`config.mk`:
```
export PLATFORM = sky130hd
export DESIGN_NAME = matrix_multiply
export DESIGN_NICKNAME = d
export VERILOG_FILES = /design/src/hw/rtl/matmul_pkg.sv /design/src/hw/rtl/matmul_front.sv /design/src/hw/rtl/matmul_fifo.sv /design/src/hw/rtl/matmul_back.sv /design/src/hw/rtl/matrix_multiply.sv
export SDC_FILE = /design/constraint.sdc
export NUM_CORES = 2
export LEC_CHECK = 0
export BUFFER_PORTS_ARGS = -buffer_cell sky130_fd_sc_hd__buf_2
export CORE_ASPECT_RATIO = 1.2
export CORE_MARGIN = 2
export CORE_UTILIZATION = 38
export CTS_BUF_LIST = sky130_fd_sc_hd__clkbuf_4
export CTS_CLUSTER_DIAMETER = 80
export DETAILED_ROUTE_END_ITERATION = 8
export SLEW_MARGIN = 25
export SYNTH_ARGS = -nofsm -noshare
export SYNTH_HDL_FRONTEND = slang
export SYNTH_SLANG_ARGS = --single-unit
```
`constraint.sdc`:
```
create_clock -name clk_i -period 10.9 [get_ports clk_i]
set_clock_uncertainty 0.05 [all_clocks]
set_input_delay 1.635 -clock clk_i [delete_from_list [all_inputs] [get_ports clk_i]]
set_output_delay 1.635 -clock clk_i [all_outputs]
set_load 0.02 [all_outputs]
```
`src/hw/rtl/matmul_pkg.sv`:
```
package matmul_pkg;

  localparam int unsigned REQ_W       = 2;
  localparam int unsigned POS_W       = 3;
  localparam int unsigned ELEM_IN_W   = 16;
  localparam int unsigned OUT_VALUE_W = 35;
  localparam int unsigned DIM_REG_W   = 4;
  localparam int unsigned CFG_IDX_W   = 2;
  localparam int unsigned WIDE_W      = 64;

  localparam logic [REQ_W-1:0] REQ_WR_A = 2'd0;
  localparam logic [REQ_W-1:0] REQ_WR_B = 2'd1;
  localparam logic [REQ_W-1:0] REQ_MUL  = 2'd2;

  localparam logic [CFG_IDX_W-1:0] CFG_ROWS_A    = 2'd0;
  localparam logic [CFG_IDX_W-1:0] CFG_INNER_DIM = 2'd1;
  localparam logic [CFG_IDX_W-1:0] CFG_COLS_B    = 2'd2;

  localparam logic [DIM_REG_W-1:0] DIM_RESET = 4'd8;

  typedef enum logic [1:0] {
    CMD_WR_A = 2'd0,
    CMD_WR_B = 2'd1,
    CMD_MUL  = 2'd2
  } cmd_kind_e;

endpackage

```
`src/hw/rtl/matmul_front.sv`:
```
module matmul_front #(
  parameter int unsigned MAX_DIM    = 8,
  parameter int unsigned ELEM_WIDTH = 16,
  parameter int unsigned AW         = 6
) (
  input  logic                                   in_valid_i,
  output logic                                   in_ready_o,
  input  logic [matmul_pkg::REQ_W-1:0]           req_type_i,
  input  logic [matmul_pkg::POS_W-1:0]           row_index_i,
  input  logic [matmul_pkg::POS_W-1:0]           col_index_i,
  input  logic signed [matmul_pkg::ELEM_IN_W-1:0] elem_value_i,
  input  logic                                   q_full_i,
  output logic                                   q_push_o,
  output logic [AW+ELEM_WIDTH+1:0]               q_cmd_o
);
  import matmul_pkg::*;

  typedef struct packed {
    cmd_kind_e              kind;
    logic [AW-1:0]          addr;
    logic [ELEM_WIDTH-1:0]  elem;
  } cmd_t;

  cmd_t                       cmd;
  logic                       keep;
  logic                       in_store;
  logic [2*ELEM_IN_W-1:0]     raw;

  assign raw      = {{ELEM_IN_W{1'b0}}, elem_value_i};
  assign in_store = (32'(row_index_i) < MAX_DIM) && (32'(col_index_i) < MAX_DIM);

  always_comb begin
    cmd.addr = AW'(32'(row_index_i) * MAX_DIM + 32'(col_index_i));
    cmd.elem = raw[ELEM_WIDTH-1:0];
    cmd.kind = CMD_MUL;
    keep     = 1'b0;
    unique case (req_type_i)
      REQ_WR_A: begin
        cmd.kind = CMD_WR_A;
        keep     = in_store;
      end
      REQ_WR_B: begin
        cmd.kind = CMD_WR_B;
        keep     = in_store;
      end
      REQ_MUL: begin
        cmd.kind = CMD_MUL;
        keep     = 1'b1;
      end
      default: keep = 1'b0;
    endcase
  end

  assign in_ready_o = ~q_full_i;
  assign q_push_o   = in_valid_i & ~q_full_i & keep;
  assign q_cmd_o    = cmd;

endmodule

```
`src/hw/rtl/matmul_fifo.sv`:
```
module matmul_fifo #(
  parameter int unsigned WIDTH = 8,
  parameter int unsigned DEPTH = 2
) (
  input  logic             clk_i,
  input  logic             rst_ni,
  input  logic             push_i,
  input  logic [WIDTH-1:0] wdata_i,
  output logic             full_o,
  input  logic             pop_i,
  output logic [WIDTH-1:0] rdata_o,
  output logic             empty_o
);
  localparam int unsigned PW = (DEPTH > 1) ? $clog2(DEPTH) : 1;
  localparam int unsigned CW = $clog2(DEPTH + 1);

  logic [WIDTH-1:0] slot_q [DEPTH];
  logic [PW-1:0]    wr_ptr_q, wr_ptr_d, rd_ptr_q, rd_ptr_d;
  logic [CW-1:0]    cnt_q, cnt_d;
  logic             do_push, do_pop;

  assign full_o  = (cnt_q == CW'(DEPTH));
  assign empty_o = (cnt_q == '0);
  assign do_push = push_i & ~full_o;
  assign do_pop  = pop_i & ~empty_o;
  assign rdata_o = slot_q[rd_ptr_q];

  always_comb begin
    wr_ptr_d = wr_ptr_q;
    rd_ptr_d = rd_ptr_q;
    cnt_d    = cnt_q;
    if (do_push) begin
      wr_ptr_d = (wr_ptr_q == PW'(DEPTH - 1)) ? '0 : wr_ptr_q + 1'b1;
    end
    if (do_pop) begin
      rd_ptr_d = (rd_ptr_q == PW'(DEPTH - 1)) ? '0 : rd_ptr_q + 1'b1;
    end
    if (do_push && !do_pop) begin
      cnt_d = cnt_q + 1'b1;
    end else if (!do_push && do_pop) begin
      cnt_d = cnt_q - 1'b1;
    end
  end

  always_ff @(posedge clk_i or negedge rst_ni) begin
    if (!rst_ni) begin
      wr_ptr_q <= '0;
      rd_ptr_q <= '0;
      cnt_q    <= '0;
    end else begin
      wr_ptr_q <= wr_ptr_d;
      rd_ptr_q <= rd_ptr_d;
      cnt_q    <= cnt_d;
    end
  end

  always_ff @(posedge clk_i) begin
    if (do_push) begin
      slot_q[wr_ptr_q] <= wdata_i;
    end
  end

endmodule

```
`src/hw/rtl/matmul_back.sv`:
```
module matmul_back #(
  parameter int unsigned MAX_DIM    = 8,
  parameter int unsigned ELEM_WIDTH = 16,
  parameter int unsigned AW         = 6,
  parameter int unsigned IDXW       = 3,
  parameter int unsigned DW         = 4
) (
  input  logic                                      clk_i,
  input  logic                                      rst_ni,
  input  logic [DW-1:0]                             nr_i,
  input  logic [DW-1:0]                             nk_i,
  input  logic [DW-1:0]                             nc_i,
  input  logic                                      q_empty_i,
  input  logic [AW+ELEM_WIDTH+1:0]                  q_cmd_i,
  output logic                                      q_pop_o,
  output logic                                      out_valid_o,
  input  logic                                      out_ready_i,
  output logic [matmul_pkg::POS_W-1:0]              out_row_o,
  output logic [matmul_pkg::POS_W-1:0]              out_col_o,
  output logic signed [matmul_pkg::OUT_VALUE_W-1:0] out_value_o,
  output logic                                      out_last_o
);
  import matmul_pkg::*;

  localparam int unsigned DEPTH = MAX_DIM * MAX_DIM;
  localparam int unsigned PRODW = 2 * ELEM_WIDTH;

  typedef struct packed {
    cmd_kind_e              kind;
    logic [AW-1:0]          addr;
    logic [ELEM_WIDTH-1:0]  elem;
  } cmd_t;

  typedef struct packed {
    logic            first;
    logic            lastk;
    logic            last;
    logic [IDXW-1:0] row;
    logic [IDXW-1:0] col;
  } tag_t;

  typedef enum logic [1:0] {
    ST_IDLE = 2'b01,
    ST_RUN  = 2'b10
  } state_e;

  cmd_t   cmd;
  state_e state_q, state_d;

  logic signed [ELEM_WIDTH-1:0] mem_a [DEPTH];
  logic signed [ELEM_WIDTH-1:0] mem_b [DEPTH];
  logic signed [ELEM_WIDTH-1:0] rd_a_q, rd_b_q;
  logic signed [PRODW-1:0]      prod_q;
  logic signed [WIDE_W-1:0]     prod_ext;
  logic [OUT_VALUE_W-1:0]       prod_lo, sum, acc_q;

  logic [IDXW-1:0] i_q, i_d, j_q, j_d, k_q, k_d;
  logic            k_last, j_last, i_last;
  logic            advance, issue, pop;
  logic            wr_a, wr_b;
  logic [AW-1:0]   addr_a, addr_b;
  tag_t            tag0, tag1_q, tag2_q;
  logic            v1_q, v2_q;

  logic                   out_valid_q;
  logic [POS_W-1:0]       out_row_q, out_col_q;
  logic [OUT_VALUE_W-1:0] out_value_q;
  logic                   out_last_q;

  assign cmd     = q_cmd_i;
  assign advance = ~out_valid_q | out_ready_i;
  assign issue   = (state_q == ST_RUN) & advance;
  assign q_pop_o = pop;
  assign pop     = (state_q == ST_IDLE) & ~q_empty_i;
  assign wr_a    = pop & (cmd.kind == CMD_WR_A);
  assign wr_b    = pop & (cmd.kind == CMD_WR_B);

  assign k_last = (DW'(k_q) == nk_i - 1'b1);
  assign j_last = (DW'(j_q) == nc_i - 1'b1);
  assign i_last = (DW'(i_q) == nr_i - 1'b1);

  assign addr_a = AW'(32'(i_q) * MAX_DIM + 32'(k_q));
  assign addr_b = AW'(32'(k_q) * MAX_DIM + 32'(j_q));

  always_comb begin
    tag0.first = (k_q == '0);
    tag0.lastk = k_last;
    tag0.last  = i_last & j_last;
    tag0.row   = i_q;
    tag0.col   = j_q;
  end

  always_comb begin
    state_d = state_q;
    i_d     = i_q;
    j_d     = j_q;
    k_d     = k_q;
    unique case (state_q)
      ST_IDLE: begin
        if (pop && cmd.kind == CMD_MUL) begin
          state_d = ST_RUN;
          i_d     = '0;
          j_d     = '0;
          k_d     = '0;
        end
      end
      ST_RUN: begin
        if (issue) begin
          if (k_last) begin
            k_d = '0;
            if (j_last) begin
              j_d = '0;
              if (i_last) begin
                i_d     = '0;
                state_d = ST_IDLE;
              end else begin
                i_d = i_q + 1'b1;
              end
            end else begin
              j_d = j_q + 1'b1;
            end
          end else begin
            k_d = k_q + 1'b1;
          end
        end
      end
      default: state_d = ST_IDLE;
    endcase
  end

  assign prod_ext = WIDE_W'(prod_q);
  assign prod_lo  = prod_ext[OUT_VALUE_W-1:0];
  assign sum      = tag2_q.first ? prod_lo : acc_q + prod_lo;

  always_ff @(posedge clk_i or negedge rst_ni) begin
    if (!rst_ni) begin
      state_q     <= ST_IDLE;
      i_q         <= '0;
      j_q         <= '0;
      k_q         <= '0;
      v1_q        <= 1'b0;
      v2_q        <= 1'b0;
      out_valid_q <= 1'b0;
    end else begin
      state_q <= state_d;
      i_q     <= i_d;
      j_q     <= j_d;
      k_q     <= k_d;
      if (advance) begin
        v1_q <= issue;
        v2_q <= v1_q;
      end
      if (advance && v2_q && tag2_q.lastk) begin
        out_valid_q <= 1'b1;
      end else if (out_ready_i) begin
        out_valid_q <= 1'b0;
      end
    end
  end

  // stores: one write and one registered read each
  always_ff @(posedge clk_i) begin
    if (wr_a) begin
      mem_a[cmd.addr] <= cmd.elem;
    end
    if (wr_b) begin
      mem_b[cmd.addr] <= cmd.elem;
    end
    if (advance) begin
      rd_a_q <= mem_a[addr_a];
      rd_b_q <= mem_b[addr_b];
    end
  end

  always_ff @(posedge clk_i) begin
    if (advance) begin
      tag1_q <= tag0;
      tag2_q <= tag1_q;
      prod_q <= rd_a_q * rd_b_q;
      if (v2_q) begin
        acc_q <= sum;
        if (tag2_q.lastk) begin
          out_row_q   <= POS_W'(tag2_q.row);
          out_col_q   <= POS_W'(tag2_q.col);
          out_value_q <= sum;
          out_last_q  <= tag2_q.last;
        end
      end
    end
  end

  assign out_valid_o = out_valid_q;
  assign out_row_o   = out_row_q;
  assign out_col_o   = out_col_q;
  assign out_value_o = out_value_q;
  assign out_last_o  = out_last_q;

endmodule

```
`src/hw/rtl/matrix_multiply.sv`:
```
// Dense product C = A*B of signed elements. Write items load one element of A or B per
// cycle while in_ready_o is high; a compute item then emits one word per entry of C in
// row-major order, out_last_o set on the final one. Items pass a small command queue, so
// writes and computes stay in order. A compute uses the one multiply-accumulate unit and
// one read port per store, and stalls while a result waits. Stores are not cleared at
// reset; read only entries that were written. Sizes of 0 act as 1 and sizes above
// MAX_DIM as MAX_DIM; change them only while the block is idle.
module matrix_multiply #(
  parameter int unsigned MAX_DIM    = 8,
  parameter int unsigned ELEM_WIDTH = 16
) (
  input  logic                                      clk_i,
  input  logic                                      rst_ni,
  input  logic                                      cfg_we_i,
  input  logic [matmul_pkg::CFG_IDX_W-1:0]          cfg_idx_i,
  input  logic [matmul_pkg::DIM_REG_W-1:0]          cfg_wdata_i,
  input  logic                                      in_valid_i,
  output logic                                      in_ready_o,
  input  logic [matmul_pkg::REQ_W-1:0]              req_type_i,
  input  logic [matmul_pkg::POS_W-1:0]              row_index_i,
  input  logic [matmul_pkg::POS_W-1:0]              col_index_i,
  input  logic signed [matmul_pkg::ELEM_IN_W-1:0]   elem_value_i,
  output logic                                      out_valid_o,
  input  logic                                      out_ready_i,
  output logic [matmul_pkg::POS_W-1:0]              out_row_o,
  output logic [matmul_pkg::POS_W-1:0]              out_col_o,
  output logic signed [matmul_pkg::OUT_VALUE_W-1:0] out_value_o,
  output logic                                      out_last_o
);
  import matmul_pkg::*;

  localparam int unsigned AW   = (MAX_DIM > 1) ? $clog2(MAX_DIM * MAX_DIM) : 1;
  localparam int unsigned IDXW = (MAX_DIM > 1) ? $clog2(MAX_DIM) : 1;
  localparam int unsigned DW   = $clog2(MAX_DIM + 1);
  localparam int unsigned CMDW = AW + ELEM_WIDTH + 2;

  logic [DIM_REG_W-1:0] rows_a_q, inner_dim_q, cols_b_q;
  logic [DW-1:0]        nr, nk, nc;
  logic                 q_push, q_full, q_pop, q_empty;
  logic [CMDW-1:0]      q_wdata, q_rdata;

  function automatic logic [DW-1:0] dim_eff(input logic [DIM_REG_W-1:0] d);
    logic [DW-1:0] r;
    if (d == '0) begin
      r = DW'(1);
    end else if (32'(d) > MAX_DIM) begin
      r = DW'(MAX_DIM);
    end else begin
      r = DW'(d);
    end
    return r;
  endfunction

  assign nr = dim_eff(rows_a_q);
  assign nk = dim_eff(inner_dim_q);
  assign nc = dim_eff(cols_b_q);

  always_ff @(posedge clk_i or negedge rst_ni) begin
    if (!rst_ni) begin
      rows_a_q    <= DIM_RESET;
      inner_dim_q <= DIM_RESET;
      cols_b_q    <= DIM_RESET;
    end else if (cfg_we_i) begin
      unique case (cfg_idx_i)
        CFG_ROWS_A:    rows_a_q    <= cfg_wdata_i;
        CFG_INNER_DIM: inner_dim_q <= cfg_wdata_i;
        CFG_COLS_B:    cols_b_q    <= cfg_wdata_i;
        default: ;
      endcase
    end
  end

  matmul_front #(
    .MAX_DIM    (MAX_DIM),
    .ELEM_WIDTH (ELEM_WIDTH),
    .AW         (AW)
  ) u_front (
    .in_valid_i   (in_valid_i),
    .in_ready_o   (in_ready_o),
    .req_type_i   (req_type_i),
    .row_index_i  (row_index_i),
    .col_index_i  (col_index_i),
    .elem_value_i (elem_value_i),
    .q_full_i     (q_full),
    .q_push_o     (q_push),
    .q_cmd_o      (q_wdata)
  );

  matmul_fifo #(
    .WIDTH (CMDW),
    .DEPTH (2)
  ) u_queue (
    .clk_i   (clk_i),
    .rst_ni  (rst_ni),
    .push_i  (q_push),
    .wdata_i (q_wdata),
    .full_o  (q_full),
    .pop_i   (q_pop),
    .rdata_o (q_rdata),
    .empty_o (q_empty)
  );

  matmul_back #(
    .MAX_DIM    (MAX_DIM),
    .ELEM_WIDTH (ELEM_WIDTH),
    .AW         (AW),
    .IDXW       (IDXW),
    .DW         (DW)
  ) u_back (
    .clk_i       (clk_i),
    .rst_ni      (rst_ni),
    .nr_i        (nr),
    .nk_i        (nk),
    .nc_i        (nc),
    .q_empty_i   (q_empty),
    .q_cmd_i     (q_rdata),
    .q_pop_o     (q_pop),
    .out_valid_o (out_valid_o),
    .out_ready_i (out_ready_i),
    .out_row_o   (out_row_o),
    .out_col_o   (out_col_o),
    .out_value_o (out_value_o),
    .out_last_o  (out_last_o)
  );

endmodule

```
After elaboration in Yosys (flattened, before gate mapping)
Memory sizes are Yosys's and may differ from the RTL's. A register that Yosys moved wholly into a read port is not among the register bits. Cells that the tools add are included.

Output and inout bits: 44. Word-level logic and storage cells: 148. Memory bits (writable): 2096. Memories kept: 3. Register bits after elaboration: 157.

Order comparisons: 3. Multipliers: 1. Mux-type cells: 40. Equal/unequal tests: 17. Add/sub/neg operators: 14. Bitwise gates (word level): 13. Reduce and logical (&&, ||, !) cells: 28.

Memory list: u_back.mem_a (depth 64, bits a word 16, rd ports 1, clocked after memory_dff 1, write ports 1, line matmul_back.sv:50) `logic signed [ELEM_WIDTH-1:0] mem_a [DEPTH];`; u_back.mem_b (depth 64, bits a word 16, rd ports 1, clocked after memory_dff 1, write ports 1, line matmul_back.sv:51) `logic signed [ELEM_WIDTH-1:0] mem_b [DEPTH];`; u_queue.slot_q (depth 2, bits a word 24, rd ports 1, clocked after memory_dff 0, write ports 1, line matmul_fifo.sv:17) `logic [WIDTH-1:0] slot_q [DEPTH];`.

Operators by type and width (number): $add A35 B35 Y35 (1); $mux W35 (1); $mul A16 B16 Y32 (1); $mux W3 (10); $mux W4 (6); $add A6 B3 Y6 (3); $pmux W3 S2 (3); $mux W2 (7); $eq A3 B4 Y1 (3); $gt A4 B4 Y1 const B (3); $logic_not A4 Y1 (3); $sub A4 B1 Y4 const B (3); $mux W1 (11); $eq A2 B2 Y1 const B (5); $reduce_and A5 Y1 (2); $add A3 B1 Y3 const B (3); $and A1 B1 Y1 (9); $eq A2 B1 Y1 const B (4); $logic_not A2 Y1 (4); $ne A2 B1 Y1 const B (4); $pmux W2 S2 (2); $reduce_and A2 Y1 (4); $reduce_and A3 Y1 (2); $reduce_bool A2 Y1 (3); other kinds (11) (19).

Logic depth before layout (Yosys ltp)
Depth in word-level cells: 10. Gate-level depth with buffers: 24.

Modules after synthesis
From an unflattened synthesis, not the netlist that was laid out.

Cells, all modules: 4888. Area total of the unflattened synthesis: 98418.1 um2.

Modules (own cells, without submodules): matmul_back (cells each 4725, instances 1, area each 95633.0 um2); matmul_fifo (cells each 94, instances 1, area each 2030.7 um2); matrix_multiply (cells each 42, instances 1, area each 563.0 um2); matmul_front (cells each 27, instances 1, area each 191.4 um2).

Least setup slack after synthesis
Ideal clock, no wire load.

Path type: reg2reg. Start: register u_back.rd_a_q[15], read port of u_back.mem_a. End: register u_back.prod_q[31], data pin. Arrival time: 5.777 ns. Buffers on the path: 1. Setup time: 0.258 ns. Path slack: 4.816 ns. Stages on the path, launching flop included: 21. Cell sequence: edfxtp_1 clkbuf_1 nand2_1 inv_1 fa_1 fa_1 fa_1 fa_1 fa_1 inv_1 fa_1 inv_1 ha_1 a21o_1 a21oi_1 and3_1 a211oi_1 o21ai_1 a21oi_1 o41a_1 xnor2_1.

Longest elaborated chain between the ends: 1.

Ends and longest elaborated chain: from (decl) (line matmul_back.sv:52) `logic signed [ELEM_WIDTH-1:0] rd_a_q, rd_b_q;`; $mul A16 B16 Y32 (line matmul_back.sv:179) `prod_q <= rd_a_q * rd_b_q;`; to (signal assigned) (line matmul_back.sv:179); to (decl) (line matmul_back.sv:53) `logic signed [PRODW-1:0] prod_q;`.

Every way passes these cells. A chain may end at the register's enable or synchronous reset.

Worst setup path after layout
Start: register u_back.rd_b_q[1], read port of u_back.mem_b. End: register u_back.prod_q[31], data pin.

Longest elaborated chain between the ends: 1.

Ends and longest elaborated chain (line): from (decl) (matmul_back.sv:52); $mul A16 B16 Y32 (matmul_back.sv:179).

Every way passes these cells.

==> metrics.md <==
| Metric | Value |
|---|---|
| Placed Instances | 8268 |
| Initial Util | 0.3812 |
| First-pass GRT wire length | 344100 um |
| Syn_area_per_cell | 20.35 sq um |
| Most frequent cells in the layout | 2255 x edfxtp_1, 804 x clkbuf_4, 672 x mux4_2, 310 x inv_1, 263 x fa_1 |
| Syn-to-layout area delta | 12.55% |
| Worst hold path depth | 0 |
| Hold-fix buffers, CTS | 0 |
| Worst-margin pin slew | 1.131 ns |
| Cell Rows | 204 |
| Layout cells sized above 1 | 0.3205 |
| Yosys warnings | 0 |
| Worst-path clk slew | 0.08 ns |
| Die height | 560.3 um |
| TritonCTS sink count | 2285 |
| Setup_tns | 0 ns |
| Register area share after synthesis | 0.6988 |
| Critical hold path startpoint | u_back.tag2_q[5] |
| Global routing usage on met3 | 0.03671 |
| Hold Fails Final Rpt | 0 |
| Final setup violation count | 0 |
| Largest net degree at the start of global routing | 144 |
| Met2 Resource Use GR | 0.2986 |
| PortBufs | 78 |
| Mapped Nets | 5240 |
| Relative slew margins | 0.2439 |
| Reg2reg setup slack | 4.29 ns |
| Number of max-cap violations | 0 |
| Post-route DRC | 0 |
| Worst skew pair latency | 1.29 ns |
| Core Box Area | 0.2570 sq mm |
| Detailed Route WL | 234200 um |
| H-tree depth | 6 |
| Clock buffer depth | 4 |
| Vias | 48633 |
| Synth Register Bits | 2285 |
| Filler Cell Count | 22314 |
| Hold WS | 0.3646 ns |
| EDFF count, synth | 2255 |
| Non-filler cells, final | 9223 |
| Kind of critical path | flip-flop to flip-flop |
| Crit path launch | u_back.rd_b_q[1] |
| Cell Area, Synth | 0.09799 sq mm |
| GRT Util Overall | 0.1784 |
| Number of antenna violations at the first check in global routing | 21 |
| Post-synthesis cell count | 4816 |
| Setup bufs post-CTS | 0 |
| Wire per inst | 25.40 um |
| Commonest non-fill, non-tap cell in the layout | edfxtp_1 |
| Global route total overflow | 0 |
| Final Critical Period | 6.610 ns |
| TritonRoute pass-1 iters | 5 |
| Hpwl dp | 142400 um |
| CP startpoint kind | flip-flop |
| Worst path required time | 11.84 ns |
| Root buffer cell | clkbuf_4 |
| Synth Flop Type | edfxtp_1 |
| Drt first-iter violations | 4515 |
| Die area | 0.2620 sq mm |
| Total CTS buffers | 571 |
| Met1 global-route usage | 0.2343 |
| Fin crit share | 0.6064 |
| Synth async-reset ratio | 0.01313 |
| Remaining antenna violation count | 0 |
| Critical path arrival | 7.55 ns |
| CTS tree | yes |
| Avg Vias per Cell | 5.273 |
| CP max FO | 16 |
| Hold crit path type | flip-flop to flip-flop |
| Max-slew violations | 0 |
| Worst Reg-to-Reg Cells | 19 |
| GR peak layer | met2 |
| Peak Freq | 0.1513 GHz |
| Vias in the first global route | 51849 |
| Synth cell types | 65 |
| Critical path capture point type | flip-flop |
| IO Pins | 79 |
| RSZ-0062 raised after global routing | false |
| Placer congestion estimate | 0.8204 |
| R2R Path Start | u_back.rd_b_q[1] |
| # nets final | 5869 |
| Status | finished, final reports clean |
| Width of the die | 467.6 um |
| Cts repair resizes | 0 |
-- layer usage --
layer | part of all wire | routed length (um)
met4 | 0.024 | 5666
met1 | 0.41 | 95570
met2 | 0.50 | 117900
met3 | 0.064 | 15060
met5 | 0.00032 | 76
-- critical path, stage by stage, from the launching register on --
cell      delay [ns]
edfxtp_1        0.71
nand2_1         0.18
inv_1           0.16
fa_1            0.55
fa_1            0.83
fa_1            0.51
fa_1            0.50
fa_1            0.48
inv_1           0.05
fa_1            0.47
inv_1           0.04
ha_1            0.34
a21o_1          0.18
a21oi_1         0.20
and3_1          0.18
a211oi_1        0.10
o21ai_1         0.22
a21oi_1         0.12
o41a_1          0.34
xnor2_1         0.13
-- state kept, by name, indices dropped and copies added (netlist names), 4 cells and up --
signal and count:
cols_b_q 4, inner_dim_q 4, rows_a_q 4, u_back.acc_q 35, u_back.mem_a 1024, u_back.mem_b 1024
u_back.out_value_o 35, u_back.prod_q 32, u_back.rd_a_q 16, u_back.rd_b_q 16, u_back.tag1_q 9, u_back.tag2_q 9
u_queue.slot_q 48
-- path summary, 6_finish.rpt --
check	endpoint
max	u_back.prod_q[31]
min	u_back.out_row_o[2]
max reg2reg	u_back.prod_q[31]
min reg2reg	u_back.out_row_o[2]
max in group asynchronous	u_back.j_q[1]
min in group asynchronous	u_back.k_q[1]
-- metrics by stage --
stage	setup WS [ns]	cell area (sq um)	utilization
CTS	4.273	110200	0.4285
detailed placement	4.312	103300	0.4017
floorplan	4.816	97990	-
global placement	4.374	103300	0.4017
global route	3.994	110300	0.4290
finish	4.290	110300	0.4291
-- synth_stat cells, types with 18 or more instances --
cell	instances	area (sq um)
o21a_1	19	142.6
clkbuf_1	113	424.2
o21ai_0	50	250.2
xnor2_1	48	420.4
ha_1	126	1577
buf_2	48	240.2
inv_1	310	1164
nor2_1	187	701.9
dfrtp_1	26	650.6
xor2_1	20	175.2
a21oi_1	55	275.3
fa_1	263	5265
buf_1	23	86.33
nand2_1	195	732.0
a21o_1	24	180.2
nand2b_1	18	112.6
edfxtp_1	2255	67710
and2_1	128	800.8
nand3_1	32	160.2
mux4_2	672	15130
mux2_2	38	427.9
-- final cells by class --
type | count | area (sq um) | share of cell area
diodes | 12 | 30.03 | 0.0002723
clock buffers | 804 | 6036 | 0.05473
clock inverters | 136 | 854.6 | 0.007749
inverters | 311 | 1170 | 0.01061
multi-input cells | 2019 | 27600 | 0.2502
flip-flops and latches | 2285 | 68490 | 0.6211
well taps | 3399 | 4253 | 0.03856
repair buffers | 257 | 1848 | 0.01676
-- cells by family after synthesis --
group,count (synthesis),share of synthesized area
compound gates,232,0.01574
xor+xnor,68,0.006078
fa+ha+maj,389,0.06982
buf+inv,512,0.02118
flops,2285,0.6988
mux,713,0.1591
simple gates,617,0.02925
Power is left out: the tool's default activity adds up to more than one toggle a clock period on the data nets, which glitch-free logic cannot reach.
